`src/sv/plane_quantized_dedup_set_assert.svh`:
```
// Assertion macros shared by the plane dedup set.
`ifndef PLANE_QUANTIZED_DEDUP_SET_ASSERT_SVH
`define PLANE_QUANTIZED_DEDUP_SET_ASSERT_SVH

// Implication checked on every rising clock edge outside reset.
`define PQD_ASSERT_IMPL(lbl, clk, rst_n, ante, cons) \
  lbl: assert property (@(posedge clk) disable iff (!rst_n) (ante) |-> (cons)) \
    else $error("assertion failed");

// Next-cycle implication checked outside reset.
`define PQD_ASSERT_NEXT(lbl, clk, rst_n, ante, cons) \
  lbl: assert property (@(posedge clk) disable iff (!rst_n) (ante) |=> (cons)) \
    else $error("assertion failed");

`endif

```
`src/sv/pqds_pkg.sv`:
```
// ----------------------------------------------------------------------------
// pqds_pkg
// Shared types and constants of the plane dedup set.
// ----------------------------------------------------------------------------
package pqds_pkg;
  localparam int TABLE_DEPTH_DEF   = 256;
  localparam int ANGLE_W           = 15;
  localparam int LENGTH_W          = 31;
  localparam logic [14:0] ANGLE_RST  = 15'd1638;
  localparam logic [30:0] LENGTH_RST = 31'd65536;
  localparam logic CFG_ANGLE  = 1'b0;
  localparam logic CFG_LENGTH = 1'b1;

  // Datapath operations issued by the controller.
  typedef enum logic [2:0] {
    OP_NONE,
    OP_LOAD,
    OP_DOT,
    OP_DIV,
    OP_SCAN,
    OP_STORE
  } pqds_op_t;

  typedef struct packed {
    pqds_op_t   op;
    logic [1:0] div_sel;   // 0..2 normal components, 3 offset
  } pqds_cmd_t;

  typedef struct packed {
    logic dot_done;
    logic div_done;
    logic scan_done;
  } pqds_sts_t;
endpackage

```
`src/sv/pqds_ctrl.sv`:
```
// ----------------------------------------------------------------------------
// pqds_ctrl
// Sequencer: load, dot product, four divisions, table scan, store, output.
// ----------------------------------------------------------------------------
module pqds_ctrl (
  input  logic                clk,
  input  logic                rst_n,
  input  logic                in_valid,
  output logic                in_ready,
  output logic                out_valid,
  input  logic                out_ready,
  input  pqds_pkg::pqds_sts_t sts,
  output pqds_pkg::pqds_cmd_t cmd
);
  import pqds_pkg::*;

  localparam logic [2:0] S_IDLE  = 3'd0;
  localparam logic [2:0] S_DOT   = 3'd1;
  localparam logic [2:0] S_DIV   = 3'd2;
  localparam logic [2:0] S_SCAN  = 3'd3;
  localparam logic [2:0] S_STORE = 3'd4;
  localparam logic [2:0] S_OUT   = 3'd5;

  logic [2:0] state_r, state_nxt;
  logic [1:0] sel_r, sel_nxt;

  assign in_ready  = (state_r == S_IDLE);
  assign out_valid = (state_r == S_OUT);

  always_comb begin
    state_nxt   = state_r;
    sel_nxt     = sel_r;
    cmd.op      = OP_NONE;
    cmd.div_sel = sel_r;
    unique case (state_r)
      S_IDLE: begin
        if (in_valid) begin
          cmd.op    = OP_LOAD;
          state_nxt = S_DOT;
        end
      end
      S_DOT: begin
        cmd.op = OP_DOT;
        if (sts.dot_done) begin
          sel_nxt   = 2'd0;
          state_nxt = S_DIV;
        end
      end
      S_DIV: begin
        cmd.op = OP_DIV;
        if (sts.div_done) begin
          sel_nxt = sel_r + 2'd1;
          if (sel_r == 2'd3) begin
            state_nxt = S_SCAN;
          end
        end
      end
      S_SCAN: begin
        cmd.op = OP_SCAN;
        if (sts.scan_done) begin
          state_nxt = S_STORE;
        end
      end
      S_STORE: begin
        cmd.op    = OP_STORE;
        state_nxt = S_OUT;
      end
      S_OUT: begin
        if (out_ready) begin
          state_nxt = S_IDLE;
        end
      end
      default: state_nxt = S_IDLE;
    endcase
  end

  always_ff @(posedge clk) begin
    if (!rst_n) begin
      state_r <= S_IDLE;
      sel_r   <= 2'd0;
    end else begin
      state_r <= state_nxt;
      sel_r   <= sel_nxt;
    end
  end
endmodule

```
`config.mk`:
```
export PLATFORM = sky130hd
export DESIGN_NAME = pqds_ctrl
export DESIGN_NICKNAME = d
export VERILOG_FILES = /design/src/sv/plane_quantized_dedup_set_assert.svh /design/src/sv/pqds_pkg.sv /design/src/sv/pqds_ctrl.sv
export SDC_FILE = /design/constraint.sdc
export NUM_CORES = 1
export LEC_CHECK = 0
export BUFFER_PORTS_ARGS = -buffer_cell sky130_fd_sc_hd__clkbuf_2
export CAP_MARGIN = 20
export CORE_AREA = 2 2 39 41
export CTS_BUF_LIST = sky130_fd_sc_hd__clkbuf_16
export CTS_CLUSTER_DIAMETER = 200
export CTS_CLUSTER_SIZE = 30
export DETAILED_ROUTE_END_ITERATION = 6
export DIE_AREA = 0 0 41 43
export GPL_ROUTABILITY_DRIVEN = 0
export MAX_ROUTING_LAYER = met4
export SLEW_MARGIN = 0
export SYNTH_ARGS = -nofsm -noshare
export SYNTH_HDL_FRONTEND = slang
export SYNTH_SLANG_ARGS = --single-unit
```
`constraint.sdc`:
```
create_clock -name clk -period 1.8 [get_ports clk]
set_input_delay 0.09 -clock clk [delete_from_list [all_inputs] [get_ports clk]]
set_output_delay 0.09 -clock clk [all_outputs]
set_load 0.05 [all_outputs]
```
==> results.tsv, run 1 <==
metric	value	unit
p_per_area	1220	mW/mm²
cap_violations	0	
critPathLaunchType	flip-flop	
diodes	0	
setup_violations	0	
outcome	finished, final reports clean	
overflow	0	
area_delta_synth_final	28.9	%
crit_type	reg2out	
drt-total-wl	803	µm
cts_tree	built	
syn_area_per_cell	9.04	µm²
grt_use_total	11.0	%
grt_antenna_before_repair	0	
path_delay_family	flip-flops	
htreeDepth	1	
max_freq	609	MHz
clk_latency	0.22	ns
post-cts-setup-buffer-count	0	
instances_no_fill	72	
final-hold-violation-count	0	
drive_gt1_share	35.7	%
port_buffers	13	
cp.required	1.71	ns
yosys.area.top_type_share	25.2	%
routedWlPerCell	11.2	µm
syn_area	398	µm²
synth_seq_area_share	25.2	%
via_per_inst	4.68	
grt_pass1_vias	300	
ys_types	26	
critPathMaxFanout	14	
fin_skew	0.00190	ns
finalCriticalPeriod	1.64	ns
grt_max_degree	16	
die_w	41	µm
dp_cells	68	
vias	337	
clock-root-buffer	clkbuf_16	
dieHeight	43	µm
coreArea	0.00138	mm²
die_area	0.00176	mm²
drv_slew	0	
numCtsBuffers	3	
worst_pin_slew	0.505	ns
grt_pass1_wl	1210	µm
hold_class	in2reg	
rsz0062_at_grt	false	
drt_pass1_iterations	2	
nets	65	
drtIter0Drc	3	
syn_inst	44	
ys_ff_latch	5	
ff2ff_setup_slack	0.43	ns
crit_chain	nor3_1 -> a21oi_1 -> nor2b_1 -> clkbuf_2	
antenna_left	0	
floorplan.initialDensity	28.8	%
cts_resized	0	
cp.arrival	1.55	ns
dp_hpwl	594	µm
cts.sinks	5	
power.leakage	0.218	nW
yosysWarnings	0	
fp-row-count	14	
ioPinCount	14	
cts_hold_buf	0	
critPathCaptureType	primary output	
period_share	91.2	%
drc_errors	0	
synth_top_area_cell	dfxtp_1	
timing.critical_path.slowest_stage_cell	dfxtp_1	
slew_headroom	66.3	%
synth_fp_nets	52	
clkTransAtPathRegs	0.03	ns
fin_setup_tns	0	ns
slowest_delay	0.60	ns
yosys-top-cells-area	dfxtp_1 25%, buf_6 8.5%, nor2b_1 6.3%	
ir_drop	0.950	mV
ctsLongestPathBuffers	2	
cp_num_buf_inv	1	
-- synth_stat cells, drive strengths merged --
library cell,count
o22ai,1
a22oi,1
nor3,2
nand2b,1
nand2,1
inv,2
and3,1
a31oi,1
a21boi,1
mux2i,2
a21oi,4
nor4,1
nor3b,1
buf,5
nor2b,4
ha,1
nor2,2
o211ai,1
dfxtp,5
xnor2,1
nor4b,1
nand3b,4
and3b,1
-- stage by stage --
stage / utilization (%) / instance area (µm²) / hold slack [ns] / worst slack [ns] / total power, mW
after global placement: 31.4 / 434 / 0.366 / 0.399 / 0.274
after floorplan: - / 398 / 0.218 / 0.134 / 0.265
after CTS: 37.1 / 513 / 0.141 / 0.183 / 0.630
after global routing: 37.1 / 513 / 0.154 / 0.0506 / 0.654
after detailed placement: 31.4 / 434 / 0.368 / 0.417 / 0.276
final: 37.1 / 513 / 0.137 / 0.158 / 0.625
-- power by group --
part / switching [mW] / total (mW) / internal [mW]
registers: 0.0229 / 0.141 / 0.118
clock network: 0.0640 / 0.351 / 0.287
logic: 0.0868 / 0.133 / 0.0465
total: 0.174 / 0.625 / 0.452
-- layer usage --
layer  up-vias  GRT usage, %  wire length [µm]
met1       144          12.9               399
met5         -             -                 0
met4         0          4.00                 7
li1        178             -                 -
met2        13          14.4               334
met3         2          7.85                62
-- final timing paths --
path	from	to	cells past startpoint
setup / recovery	state_r[2]	cmd[2]	4
hold / removal	rst_n	sel_r[0]	2
setup reg to reg	state_r[0]	state_r[0]	4
hold reg to reg	sel_r[1]	sel_r[1]	2
-- layout make-up --
type	count	area [µm²]
Clock buffer	3	75.1
Tap cell	16	20.0
Sequential cell	5	100
Multi-Input combinational cell	32	241
Clock inverter	1	3.75
Inverter	2	7.51
Fill cell	139	871
Timing Repair Buffer	13	65.1
-- kinds of logic (layout without fill, tap and decap cells) --
family	count (synthesis)	count (layout)	synth area share, %
XOR/XNOR	1	1	2.20
adder cells (fa/ha/maj)	1	1	3.14
flip-flops	5	5	25.2
AO/OA/AOI/OAI	9	9	19.2
multiplexers	2	2	5.03
AND/OR/NAND/NOR	19	19	31.1
buffers and inverters	7	19	14.1
-- placed cells by master (no fill, tap or decap), types with 2 or more instances in the layout --
cell type,count
clkbuf_2,13
a21oi_1,3
clkbuf_16,3
nor3_1,2
nand3b_1,3
nor2_1,2
nor2b_1,4
inv_1,3
dfxtp_1,5
mux2i_1,2
-- registers in the layout, indices dropped and copies added, names as in the netlist --
signal / flops
state_r: 3
sel_r: 2
Note: power is estimated with default switching activity, not from simulation.
==> run 2, diff against run 1 <==
MAX_ROUTING_LAYER = unset   (was met4)
==> run 2 against run 1 <==
Final area unchanged. Sequential share of layout area is the same. Sequential power is essentially flat. Critical endpoint unchanged. Largest power group unchanged. Highest routed layer is now met3.
==> results.tsv, run 2 (synthesis gave the netlist of run 1 again) <==
metric	value	unit	change
outcome	finished, final reports clean		
ff2ff_setup_slack	0.44	ns	about the same
post-cts-setup-buffer-count	0		unchanged
slowest_delay	0.59	ns	about the same
hold_depth	2		unchanged
hp-start	rst_n		
port_buffers	13		unchanged
drtIter0Drc	7		+4
setup_violations	0		unchanged
via_per_inst	4.68		unchanged
clock-root-buffer	clkbuf_16		
worst_r2r_endpoint	state_r[0]		
clkTransAtPathRegs	0.03	ns	about the same
critPathCaptureType	primary output		
drive_gt1_share	35.7	%	unchanged
instances_no_fill	72		unchanged
clk_latency	0.22	ns	about the same
fp-row-count	14		unchanged
grt_pass1_vias	297		-1.0%
overflow	0		unchanged
reg_top3	state_r (3), sel_r (2)		
drv_slew	0		unchanged
ctsLongestPathBuffers	2		unchanged
rr_startpoint	state_r[0]		
vias	337		unchanged
coreArea	0.00138	mm²	unchanged
grt_antenna_before_repair	0		unchanged
antenna_left	0		unchanged
period_share	90.7	%	-0.57 points
ioPinCount	14		unchanged
rsz0062_at_grt	false		
ir_drop	0.949	mV	about the same
cts.sinks	5		unchanged
nets	65		unchanged
largest_reg_flops	3		unchanged
max_freq	613	MHz	+0.62%
critPathLaunchType	flip-flop		
area_delta_synth_final	28.9	%	unchanged
numCtsBuffers	3		unchanged
die_w	41	µm	unchanged
nFillCells	139		unchanged
drt_pass1_iterations	3		+1
drt-total-wl	794	µm	-1.1%
final-hold-violation-count	0		unchanged
dp_hpwl	594	µm	unchanged
grt_max_degree	16		unchanged
worst_r2r_path_depth	4		unchanged
fin_setup_tns	0	ns	unchanged
cp.required	1.71	ns	about the same
p_per_area	1220	mW/mm²	about the same
cts_hold_buf	0		unchanged
worstHoldEndpoint	sel_r[0]		
drc_errors	0		unchanged
fin_skew	0.00183	ns	-0.0000640 ns
timing.critical_path.slowest_stage_cell	dfxtp_1		
routedWlPerCell	11.0	µm	-1.1%
floorplan.initialDensity	28.8	%	unchanged
crit_chain	nor3_1 -> a21oi_1 -> nor2b_1 -> clkbuf_2		
power.leakage	0.218	nW	unchanged
cp.arrival	1.54	ns	about the same
crit_type	reg2out		
cap_violations	0		unchanged
diodes	0		unchanged
regMostFlops	state_r		
placed_area	434	µm²	unchanged
grt_use_total	10.8	%	-0.27 points
dp_cells	68		unchanged
die_area	0.00176	mm²	unchanged
design_area	513	µm²	unchanged
htreeDepth	1		unchanged
final_common_cell	clkbuf_2		
grt_pass1_wl	1210	µm	unchanged
slew_headroom	66.9	%	+0.63 points
finalCriticalPeriod	1.63	ns	-0.0102 ns
hold_class	in2reg		
critPathMaxFanout	14		unchanged
final_cell_mix	13 x clkbuf_2, 5 x dfxtp_1, 4 x nor2b_1		
cts_resized	0		unchanged
dieHeight	43	µm	unchanged
cts_tree	built		
worst_pin_slew	0.496	ns	-0.00949 ns
[run 2: cell counts in the layout (fill, tap and decap cells not counted)]
Identical to the previous run, type by type.
[run 2: worst max path at each step]
stage | end | slack, ns | start
after floorplan | in_ready | 0.13 | state_r[0]
after global placement | cmd[2] | 0.40 | state_r[2]
after detailed placement | cmd[2] | 0.42 | state_r[2]
after CTS | cmd[2] | 0.18 | state_r[2]
after global routing | cmd[2] | 0.05 | state_r[2]
final | cmd[2] | 0.17 | state_r[2]
[run 2: metrics by stage]
| stage | total power [mW] | setup WS (ns) | hold slack, ns | util [%] |
|---|---|---|---|---|
| after CTS | 0.630 | 0.183 | 0.141 | 37.1 |
| after floorplan | 0.265 | 0.134 | 0.218 | - |
| after global placement | 0.274 | 0.399 | 0.366 | 31.4 |
| final | 0.625 | 0.168 | 0.135 | 37.1 |
| after global routing | 0.654 | 0.0506 | 0.154 | 37.1 |
| after detailed placement | 0.276 | 0.417 | 0.368 | 31.4 |
[run 2: critical path, delay by kind of cell (launching register included)]
family / cells / cell delay, ns
DFF: 1 / 0.59
buffers and inverters: 1 / 0.28
AOI/OAI and AO/OA: 1 / 0.18
and+or+nand+nor: 2 / 0.26
[run 2: per-layer routing]
layer | wire (µm) | GRT usage [%] | up-vias
met1 | 396 | 12.9 | 144
met5 | 0 | 0 | -
li1 | - | - | 180
met3 | 58 | 7.85 | 0
met4 | 0 | 4.00 | 0
met2 | 338 | 14.4 | 13
[run 2: layout make-up]
| cell class | instances | area [µm²] | area share [%] |
|---|---|---|---|
| Inverter | 2 | 7.51 | 1.46 |
| Multi-Input combinational cell | 32 | 241 | 47.1 |
| Tap cell | 16 | 20.0 | 3.90 |
| Clock inverter | 1 | 3.75 | 0.732 |
| Sequential cell | 5 | 100 | 19.5 |
| Clock buffer | 3 | 75.1 | 14.6 |
| Timing Repair Buffer | 13 | 65.1 | 12.7 |
[run 2: power by group]
part	switching [mW]	internal, mW	total, mW
combinational	0.0867	0.0465	0.133
clock	0.0639	0.287	0.351
sequential	0.0226	0.118	0.141
total	0.173	0.451	0.625
==> run 3, diff against run 2 <==
PLACE_DENSITY = 0.49   (was unset)
==> run 3 against run 2 <==
Combinational power about the same. First-iteration DRC count decreased by 86%. Non-clock buffer count unchanged. Routed wire length decreased by 2.1%. Clock power increased by 1%. Via count decreased by 1.8%. Critical endpoint unchanged. Largest power group unchanged.
==> results.tsv, run 3 (synthesis gave the netlist of run 1 again) <==
metric	value	unit	change
die_w	41	µm	unchanged
grt_pass1_vias	333		+12%
drt-total-wl	777	µm	-2.1%
via_per_inst	4.60		-1.8%
post-cts-setup-buffer-count	0		unchanged
cts_tree	built		
fin_setup_tns	0	ns	unchanged
reg_top3	state_r (3), sel_r (2)		
critPathMaxFanout	14		unchanged
overflow	0		unchanged
final_common_cell	clkbuf_2		
antenna_left	0		unchanged
hold_depth	2		unchanged
path_delay_family	flip-flops		
critPathLaunchType	flip-flop		
grt_antenna_before_repair	0		unchanged
cap_violations	0		unchanged
ff2ff_setup_slack	0.43	ns	about the same
cts_hold_buf	0		unchanged
drc_errors	0		unchanged
ctsLongestPathBuffers	2		unchanged
clkTransAtPathRegs	0.03	ns	about the same
rr_startpoint	state_r[0]		
cp_num_buf_inv	1		unchanged
crit_chain	nor3_1 -> a21oi_1 -> nor2b_1 -> clkbuf_2		
numCtsBuffers	3		unchanged
period_share	91.3	%	+0.69 points
drt_pass1_iterations	3		unchanged
drtIter0Drc	1		-6
clock-root-buffer	clkbuf_16		
startpoint	state_r[2]		
grt_use_total	11.0	%	+0.20 points
hold_class	in2reg		
worst_pin_slew	0.490	ns	-0.00547 ns
worst_r2r_endpoint	sel_r[0]		
crit_type	reg2out		
worstHoldEndpoint	sel_r[0]		
fp-row-count	14		unchanged
final_cell_mix	13 x clkbuf_2, 5 x dfxtp_1, 4 x nor2b_1		
finalCriticalPeriod	1.64	ns	+0.0125 ns
worst_r2r_path_depth	4		unchanged
coreArea	0.00138	mm²	unchanged
max_freq	608	MHz	-0.76%
diodes	0		unchanged
drive_gt1_share	35.7	%	unchanged
ioPinCount	14		unchanged
nets	65		unchanged
power.leakage	0.218	nW	unchanged
clk_latency	0.23	ns	about the same
hp-start	rst_n		
cp.arrival	1.55	ns	about the same
nFillCells	156		+12%
vias	331		-1.8%
cts_resized	0		unchanged
fin_ws	0.156	ns	-0.0125 ns
dieHeight	43	µm	unchanged
routedWlPerCell	10.8	µm	-2.1%
largest_reg_flops	3		unchanged
hold_ws	0.134	ns	-0.000623 ns
dp_hpwl	573	µm	-3.6%
port_buffers	13		unchanged
die_area	0.00176	mm²	unchanged
fin_skew	0.00138	ns	-0.000449 ns
timing.critical_path.slowest_stage_cell	dfxtp_1		
cts.sinks	5		unchanged
floorplan.initialDensity	28.8	%	unchanged
power	0.629	mW	+0.67%
outcome	finished, final reports clean		
slowest_delay	0.61	ns	+0.02 ns
drv_slew	0		unchanged
htreeDepth	1		unchanged
grt_pass1_wl	1260	µm	+4.6%
rsz0062_at_grt	false		
critPathCaptureType	primary output		
slew_headroom	67.3	%	+0.36 points
grt_max_degree	16		unchanged
setup_violations	0		unchanged
cp.required	1.71	ns	about the same
dp_slack	0.393	ns	-0.0238 ns
ir_drop	0.578	mV	-39%
regMostFlops	state_r		
final-hold-violation-count	0		unchanged
p_per_area	1230	mW/mm²	+0.67%
area_delta_synth_final	28.9	%	unchanged
==> run 3: cell counts in the layout (fill, tap and decap cells not counted) <==
No cell type changed its count.
==> run 3: area by class of cell <==
cell class	count	area (µm²)	share of cell area (%)
Clock buffer	3	75.1	14.6
Clock inverter	1	3.75	0.732
Inverter	2	7.51	1.46
Multi-Input combinational cell	32	241	47.1
Sequential cell	5	100	19.5
Tap cell	16	20.0	3.90
Timing Repair Buffer	13	65.1	12.7
==> run 3: through the flow <==
stage / instance area, µm² / cells / util, %
finish: 513 / 72 / 37.1
global route: 513 / 72 / 37.1
detailed placement: 434 / 68 / 31.4
global placement: 434 / 68 / 31.4
floorplan: 398 / 44 / -
CTS: 513 / 72 / 37.1
==> run 3: power breakdown <==
group	switching (mW)	internal, mW	total (mW)
logic	0.0862	0.0464	0.133
clock network	0.0683	0.287	0.356
registers	0.0226	0.118	0.141
==> run 3: layer usage <==
metal / global-route usage [%] / up-vias / routed length [µm]
li1: - / 178 / -
met1: 12.6 / 145 / 387
met2: 15.0 / 8 / 341
met3: 3.66 / 0 / 48
met4: 10.0 / 0 / 0
met5: 0 / - / 0
==> run 3: how the worst max path moves through the flow <==
stage / end / slack, ns / cells after the start
after floorplan: in_ready / 0.13 / 2
after global placement: cmd[2] / 0.38 / 4
after detailed placement: cmd[2] / 0.39 / 4
after CTS: cmd[2] / 0.15 / 4
after global routing: cmd[2] / 0.02 / 4
final: cmd[2] / 0.16 / 4
